===== src/design/nam_pkg.sv =====
`default_nettype none

package nam_pkg;

    // Fixed field widths of the result word
    localparam int INDEX_BITS  = 6;
    localparam int DIST_BITS   = 25;
    localparam int FARE_BITS   = 33;
    localparam int STATUS_BITS = 2;
    localparam int RATE_BITS   = 16;
    localparam int FARE_SHIFT  = 8;

    // Defaults for the top-level parameters
    localparam int DEF_MAX_ENTRIES = 64;
    localparam int DEF_COORD_BITS  = 24;

    // Fare rate after reset: 5.0 in unsigned Q8.8
    localparam logic [RATE_BITS-1:0] FARE_RATE_RESET = 16'd1280;

    typedef logic [STATUS_BITS-1:0] status_t;

    localparam status_t ST_ADDED   = 2'd0;
    localparam status_t ST_MATCHED = 2'd1;
    localparam status_t ST_NONE    = 2'd2;
    localparam status_t ST_FULL    = 2'd3;

    localparam logic ACT_ADD   = 1'b0;
    localparam logic ACT_MATCH = 1'b1;

    typedef enum logic [3:0] {
        S_IDLE,
        S_READ,
        S_DIFF,
        S_SQX,
        S_SQY,
        S_CMP,
        S_ROOT,
        S_FARE,
        S_FARE2,
        S_EMIT
    } state_t;

    // Handshake between the sequencer and the root unit
    typedef struct packed {
        logic start;
    } root_ctrl_t;

    typedef struct packed {
        logic busy;
        logic done;
    } root_stat_t;

endpackage

`default_nettype wire


===== src/design/nam_isqrt.sv =====
`default_nettype none

module nam_isqrt
    import nam_pkg::*;
#(
    parameter int SQ_W   = 2 * DEF_COORD_BITS + 1,
    parameter int ROOT_W = DEF_COORD_BITS + 1
) (
    input  wire logic              aclk,
    input  wire logic              aresetn,
    input  wire root_ctrl_t        ctrl,
    input  wire logic [SQ_W-1:0]   radicand,
    output root_stat_t             stat,
    output logic      [ROOT_W-1:0] root
);

    localparam int STEP_W = $clog2(ROOT_W + 1);
    localparam logic [SQ_W-1:0] BIT_START = SQ_W'(1) << (2 * (ROOT_W - 1));

    logic [SQ_W-1:0]   n_reg;
    logic [SQ_W-1:0]   root_reg;
    logic [SQ_W-1:0]   bit_reg;
    logic [STEP_W-1:0] step_reg;
    logic              busy_reg;
    logic              done_reg;
    logic [SQ_W:0]     trial;
    logic              fits;

    // One result bit per cycle: try root + bit against the remainder
    assign trial = {1'b0, root_reg} + {1'b0, bit_reg};
    assign fits  = ({1'b0, n_reg} >= trial);

    always_ff @(posedge aclk) begin
        if (!aresetn) begin
            busy_reg <= 1'b0;
            done_reg <= 1'b0;
            step_reg <= '0;
        end else begin
            done_reg <= 1'b0;
            if (ctrl.start) begin
                busy_reg <= 1'b1;
                step_reg <= STEP_W'(ROOT_W);
            end else if (busy_reg) begin
                step_reg <= step_reg - 1'b1;
                if (step_reg == STEP_W'(1)) begin
                    busy_reg <= 1'b0;
                    done_reg <= 1'b1;
                end
            end
        end
    end

    // Remainder, partial root and trial bit
    always_ff @(posedge aclk) begin
        if (ctrl.start) begin
            n_reg    <= radicand;
            root_reg <= '0;
            bit_reg  <= BIT_START;
        end else if (busy_reg) begin
            if (fits) begin
                n_reg    <= n_reg - trial[SQ_W-1:0];
                root_reg <= (root_reg >> 1) + bit_reg;
            end else begin
                root_reg <= root_reg >> 1;
            end
            bit_reg <= bit_reg >> 2;
        end
    end

    assign stat.busy = busy_reg;
    assign stat.done = done_reg;
    assign root      = root_reg[ROOT_W-1:0];

endmodule

`default_nettype wire


===== config.mk =====
export PLATFORM = sky130hd
export DESIGN_NAME = nam_isqrt
export DESIGN_NICKNAME = d
export VERILOG_FILES = /design/src/design/nam_pkg.sv /design/src/design/nam_isqrt.sv
export SDC_FILE = /design/constraint.sdc
export NUM_CORES = 1
export LEC_CHECK = 0
export ABC_AREA = 1
export BUFFER_PORTS_ARGS = -buffer_cell sky130_fd_sc_hd__buf_2
export CAP_MARGIN = 20
export CORE_AREA = 2 2 168 170
export CTS_BUF_LIST = sky130_fd_sc_hd__clkbuf_4 sky130_fd_sc_hd__clkbuf_8 sky130_fd_sc_hd__clkbuf_16
export DETAILED_ROUTE_END_ITERATION = 10
export DIE_AREA = 0 0 170 172
export PLACE_DENSITY = 0.74
export SYNTH_ARGS = -nofsm -noshare
export SYNTH_HDL_FRONTEND = slang
export SYNTH_SLANG_ARGS = --single-unit
export TNS_END_PERCENT = 5

===== constraint.sdc =====
create_clock -name aclk -period 8.75 [get_ports aclk]
set_clock_uncertainty 0.15 [all_clocks]
set_input_delay 0.875 -clock aclk [delete_from_list [all_inputs] [get_ports aclk]]
set_output_delay 0.875 -clock aclk [all_outputs]
set_load 0.05 [all_outputs]

== Yosys cells after proc, flatten, opt, wreduce, memory -nomap -nowiden ==
Cells that the tools add are included.
Widths: inputs -> output; s select.
Cells by class
  add/subtract/negate cells: 4
  multiply operators: 0
  divide/modulo/power cells: 0
  $lt $le $gt $ge: 1
  equality and inequality tests: 1
  shifts and indexed selects: 0
  muxes and demuxes: 10
  bitwise operators: 2
  reductions and logical operators: 5
Operators by type and width (number)
  $mux 49: 4
  $add 49x49->50: 1
  $ge 49x50->1: 1
  $add 48x49->49: 1
  $sub 49x49->49: 1
  $mux 5: 2
  $eq 5x1->1 const B: 1
  $sub 5x1->5 const B: 1
  $mux 1: 4
  $reduce_bool 2->1: 2
  $reduce_or 3->1: 1
  $not 1->1: 2
  $reduce_and 2->1: 1
  $reduce_or 2->1: 1
Storage, ports and cells
  flip-flop bits (word level): 130
  bits in latches: 0
  bits in writable memories: 0
  ROM bits: 0
  bits of input ports: 52
  output and inout port bits: 27
  word-level logic and storage cells: 30
  memories kept: 0

== Longest topological paths before layout ==
  depth after elaboration: 5
  depth in mapped cells: 34
  gate-level depth less buffers: 32

== Worst setup path before layout ==
OpenSTA, ideal clock, no wires.
  path kind: reg-to-reg
  start point: register root_reg[0]
  end point: register n_reg[0] (enable)
  library setup time: 485 ps
  arrival: 6103 ps
  required time: 8115 ps
  setup slack: 2012 ps
  stages on the path, launching flop included: 26
  buffers on the path: 1
  clock period less this slack: 6738 ps
  cell sequence: dfxtp_1 -> ha_1 -> ha_1 -> nand2_1 -> a21oi_1 -> nand2_1 -> nand2_1 -> nand2_1 -> a21oi_1 -> a21oi_1 -> inv_1 -> nand2_1 -> nand2_1 -> nand2_1 -> nand2_1 -> xnor2_1 -> ha_1 -> nand2_1 -> nor2_1 -> nand2_1 -> nor2_1 -> nand3_1 -> nand3_1 -> nand3_1 -> clkbuf_1 -> a31oi_1
On the way
  cells in the longest elaborated chain, start to end: 4
RTL lines
  start: declaration: RTL line nam_isqrt.sv:21  | logic [SQ_W-1:0] root_reg;
  start signal: assignment: RTL line nam_isqrt.sv:62  | root_reg <= (root_reg >> 1) + bit_reg;
  start signal: assignment: RTL line nam_isqrt.sv:64  | root_reg <= root_reg >> 1;
  $add 49x49->50: RTL line nam_isqrt.sv:30  | assign trial = {1'b0, root_reg} + {1'b0, bit_reg};
  $ge 49x50->1: RTL line nam_isqrt.sv:31  | assign fits = ({1'b0, n_reg} >= trial);
  $reduce_bool 2->1 (no source line)
  $reduce_and 2->1 (no source line)
  end signal: assignment: RTL line nam_isqrt.sv:56  | n_reg <= radicand;
  end signal: assignment: RTL line nam_isqrt.sv:61  | n_reg <= n_reg - trial[SQ_W-1:0];
  end: declaration: RTL line nam_isqrt.sv:20  | logic [SQ_W-1:0] n_reg;
No other way between the ends.
A chain may end at the register's enable or synchronous reset.

== Worst setup path after layout ==
  start point: register bit_reg[0]
  end point: register root_reg[45]
On the way
  cells in the longest elaborated chain, start to end: 3
  elaborated cells on any way between the ends: 4
  classes of those cells: add/sub (2); order compare (1); mux (1)
RTL lines
  start: declaration: RTL line nam_isqrt.sv:22  | logic [SQ_W-1:0] bit_reg;
  start signal: assignment: RTL line nam_isqrt.sv:66  | bit_reg <= bit_reg >> 2;
  $add 49x49->50: RTL line nam_isqrt.sv:30
  $ge 49x50->1: RTL line nam_isqrt.sv:31
  $mux 49 *: RTL line nam_isqrt.sv:60  | if (fits) begin
Every way passes the cells marked *; elsewhere a longest branch is shown, timed or not.

==> results by stage <==
Run status:
- The flow ran to the end, and the final reports show no timing, DRC or antenna violations.

Setup path:
- STA classifies the critical path startpoint as a register.
- Among the stages of the critical path, the cell type that occurs most often is nand2_1.
- The highest fanout seen on the critical path is 47.
- The worst setup path category is reg -> reg.
- In this design, the stage delay of the slowest critical-path cell is 0.71 ns.
- The standard cell with the maximum stage delay on the critical path is nand2_2.
- For the worst setup path, the data required time is 8.94 ns.
- Setup slack on the worst reg-to-reg path comes out at 2.88 ns.
- Data arrives at the worst endpoint at 6.06 ns.
- The worst setup path is captured at a register.

CTS:
- The buffer cell driving the clock tree root is clkbuf_16.
- After clock tree synthesis, the flow added hold-fix buffers numbering 0.
- The number of setup buffers added after CTS is 0.
- The clock sink total is 130.
- The later-pin clock latency in the skew report is 0.45 ns.
- Clock-pin slew was measured on the worst setup and hold paths at 0.06 ns.
- The maximum root-to-sink buffer count is 2.
- TritonCTS built the clock tree.
- CTS built an H-tree with a depth of 4.
- The total CTS buffers is 17.
- After clock tree synthesis, the repair step resized 0 gates.

STA:
- The total setup violations reported at the end of the flow is 0.
- Across all hold checks on the routed design, the worst slack comes to 0.321 ns.
- The time the worst path needs with I/O delays and setup is 5.87 ns.
- The maximum clock frequency is 170 MHz.
- Setup repair after global routing left no endpoint under its margin.
- The number of hold violations in the final report is 0.
- At the pin with the least slew margin, the transition time is 1.01 ns.
- The worst relative slew slack is 31.9%.
- The share of the clock period used by the worst path after layout is 67.1%.
- The final total negative setup slack is 0 ns.
- The max-slew violation count is 0.

Synthesis:
- Of the total synthesized cell area, the portion taken by AND, OR, NAND and NOR gates is 35.5%.
- Ranked by total cell area, the synthesized netlist is headed by nand2_1 (17%), dfxtp_1 (11%), edfxtp_1 (10%).
- The synthesized netlist devotes 9.08% of its cell area to adder and majority cells.
- Of the total synthesized cell area, the portion taken by XOR and XNOR cells is 5.95%.
- In the synthesized netlist the dominant register cell turns out to be dfxtp_1.
- The distinct cell type count after synthesis is 49.
- Summing the sequential cell areas from Yosys gives 21.7% of the chip area.
- The synthesized design devotes to its leading area cell type 17.4% of total area.
- The post-synthesis cell area is 14300 um2.
- The most repeated cell in the gate-level netlist after synthesis is nand2_1.
- The commonest cells after synthesis are nand2_1 (660), inv_1 (356), nor2_1 (225), nand3_1 (221), a21oi_1 (133).
- In this run the mean area of a mapped cell was 6.02 um2.
- The largest family of logic cells by synthesized area is simple AND/OR/NAND/NOR gates.
- The number of nets handed over by synthesis was 2525.
- The number of enable flip-flop cells after synthesis is 49.
- During synthesis, Yosys emitted a total of 0 warnings.
- Synthesis inferred 130 register bits.
- For this run, asynchronously set or reset flops after synthesis account for 0%.
- Synthesis produced 2370 cells.
- The portion of synthesized area spent on multiplexers is 0%.
- The share of the synthesized area in compound gates (AO/OA/AOI/OAI) is 15.2%.
- The synthesized design spends more area on one cell type than any other, namely nand2_1.

Die:
- The floorplan die area is 29200 um2.
- Measured along the x axis, the die boundary spans 170 um.
- The starting density of the core is 51.9%.
- The floorplan core area is 27500 um2.
- In this run the vertical extent of the chip is 172 um.
- The number of primary I/O pins is 79.
- The placement row count is 61.

Placed design:
- After detailed placement, the total cell area comes to 14700 um2.
- The final weighted congestion in routability-driven placement is 1.05.
- Input and output buffers added on the ports amount to 78.
- After detailed placement, the design holds a cell count of 2724.
- The detailed placer's ending HPWL is 39500 um.

Power and ir drop:
- Power comes to 0.00456 W.
- Dividing total power by cell area gives a power density of 297 nW/um2.
- For this design the static power due to leakage is 6.90 nW.
- The worst IR drop on VDD is 0.000171 V.

Global routing:
- Entering global routing, the biggest net connects 58 pins.
- The wire length of the first global-routing pass is 77600 um.
- Summed over all layers, the global routing overflow is 0.
- Global routing used 34.2% of the available tracks.
- The initial antenna violation count is 0.
- The via count of the first global-routing pass was 15000.

Final layout:
- The multi-input combinational cells in the finished layout cover a total of 9400 um2.
- The cell area after layout is 15300 um2.
- In the final layout, flip-flops and latches occupy 3090 um2.
- The area growth from synthesis to layout is 7.44%.
- Once layout is complete, the cells apart from fillers number 2756.
- In the final layout, the share of cells above drive strength 1 is 6.85%.
- The antenna diode instance count is 0.
- After filler insertion, the fill cell instance count of the layout stands at 2850.
- The final layout contains 2552 nets.

Routing:
- Wires add up to 50000 um.
- The via count of the routed design is 15800.
- In the final routed layout, each cell accounts on average for 18.1 um.
- For this block, the initial DRC count from the detailed router was 1805.
- The pre-antenna-repair detailed-routing pass consisted of 7 iterations.
- The final antenna-violating net count is 0.
- Using the TritonRoute via totals, the vias-per-cell ratio works out to 5.74.
- The remaining routing DRC violations is 0.

Min path:
- The class of the worst hold path is reg -> reg.

Run:
- The tool flagged a number of max-cap violations equal to 0.
[layout make-up]
cell class                      instances  area share [%]
Clock buffer                           22            3.37
Clock inverter                         10           0.441
Inverter                              362            8.86
Multi-Input combinational cell       1798            61.3
Sequential cell                       130            20.2
Tap cell                              346            2.82
Timing Repair Buffer                   88            3.04
[layer usage]
layer  up-vias  GRT usage [%]  share of wire (%)
met5         -              0                  0
met4         0           16.0                4.6
met3       138           3.75                6.7
met2       751           57.0                 45
met1      7198           44.6                 44
li1       7743              -                  -
[metrics by stage]
stage,worst slack (ns),utilization [%]
after floorplan,2.01,-
after global placement,3.07,53.7
after detailed placement,3.04,53.7
after CTS,2.98,55.8
after global routing,2.53,55.8
final,2.88,55.8
[critical path: cells and delay by family (launching register included)]
family                   cells  cell delay (ns)
buffers and inverters        1             0.03
flip-flops                   1             0.36
XOR/XNOR                     1             0.19
AND/OR/NAND/NOR             18             2.58
adder cells (fa/ha/maj)      3             0.79
AO/OA/AOI/OAI                6             1.61
[logic make-up (layout without fill, tap and decap cells)]
| kind of cell | Yosys count | count (layout) |
|---|---|---|
| buffers and inverters | 442 | 482 |
| flip-flops | 130 | 130 |
| adder cells (fa/ha/maj) | 103 | 103 |
| AO/OA/AOI/OAI | 387 | 387 |
| AND/OR/NAND/NOR | 1211 | 1211 |
| XOR/XNOR | 97 | 97 |
[power breakdown]
group	switching, W	total, W	internal, W
combinational	0.00191	0.00280	0.000893
clock	0.000309	0.000728	0.000419
sequential	0.000173	0.00103	0.000854
[final timing paths]
| path | from | to | cells past startpoint |
|---|---|---|---|
| worst max-delay path | bit_reg[0] | root_reg[45] | 29 |
| worst min register to register | step_reg[4] | step_reg[4] | 2 |
| worst max register to register | bit_reg[0] | root_reg[45] | 29 |
| worst min-delay path | step_reg[4] | step_reg[4] | 2 |
[placed cells by master (no fill, tap or decap), types with 17 or more instances in the layout]
cell type,count
xnor2_1,34
nand3_1,220
ha_1,102
a31oi_1,17
o21bai_1,23
or2_2,22
inv_1,356
o21ai_0,124
nand2_1,660
o22ai_1,27
nor2_1,223
nor3_1,32
buf_2,78
o21ai_1,22
clkbuf_16,19
nand4_1,23
a21oi_1,133
edfxtp_1,49
dfxtp_1,81
xor2_1,63
(Power assumes the default switching activity.)
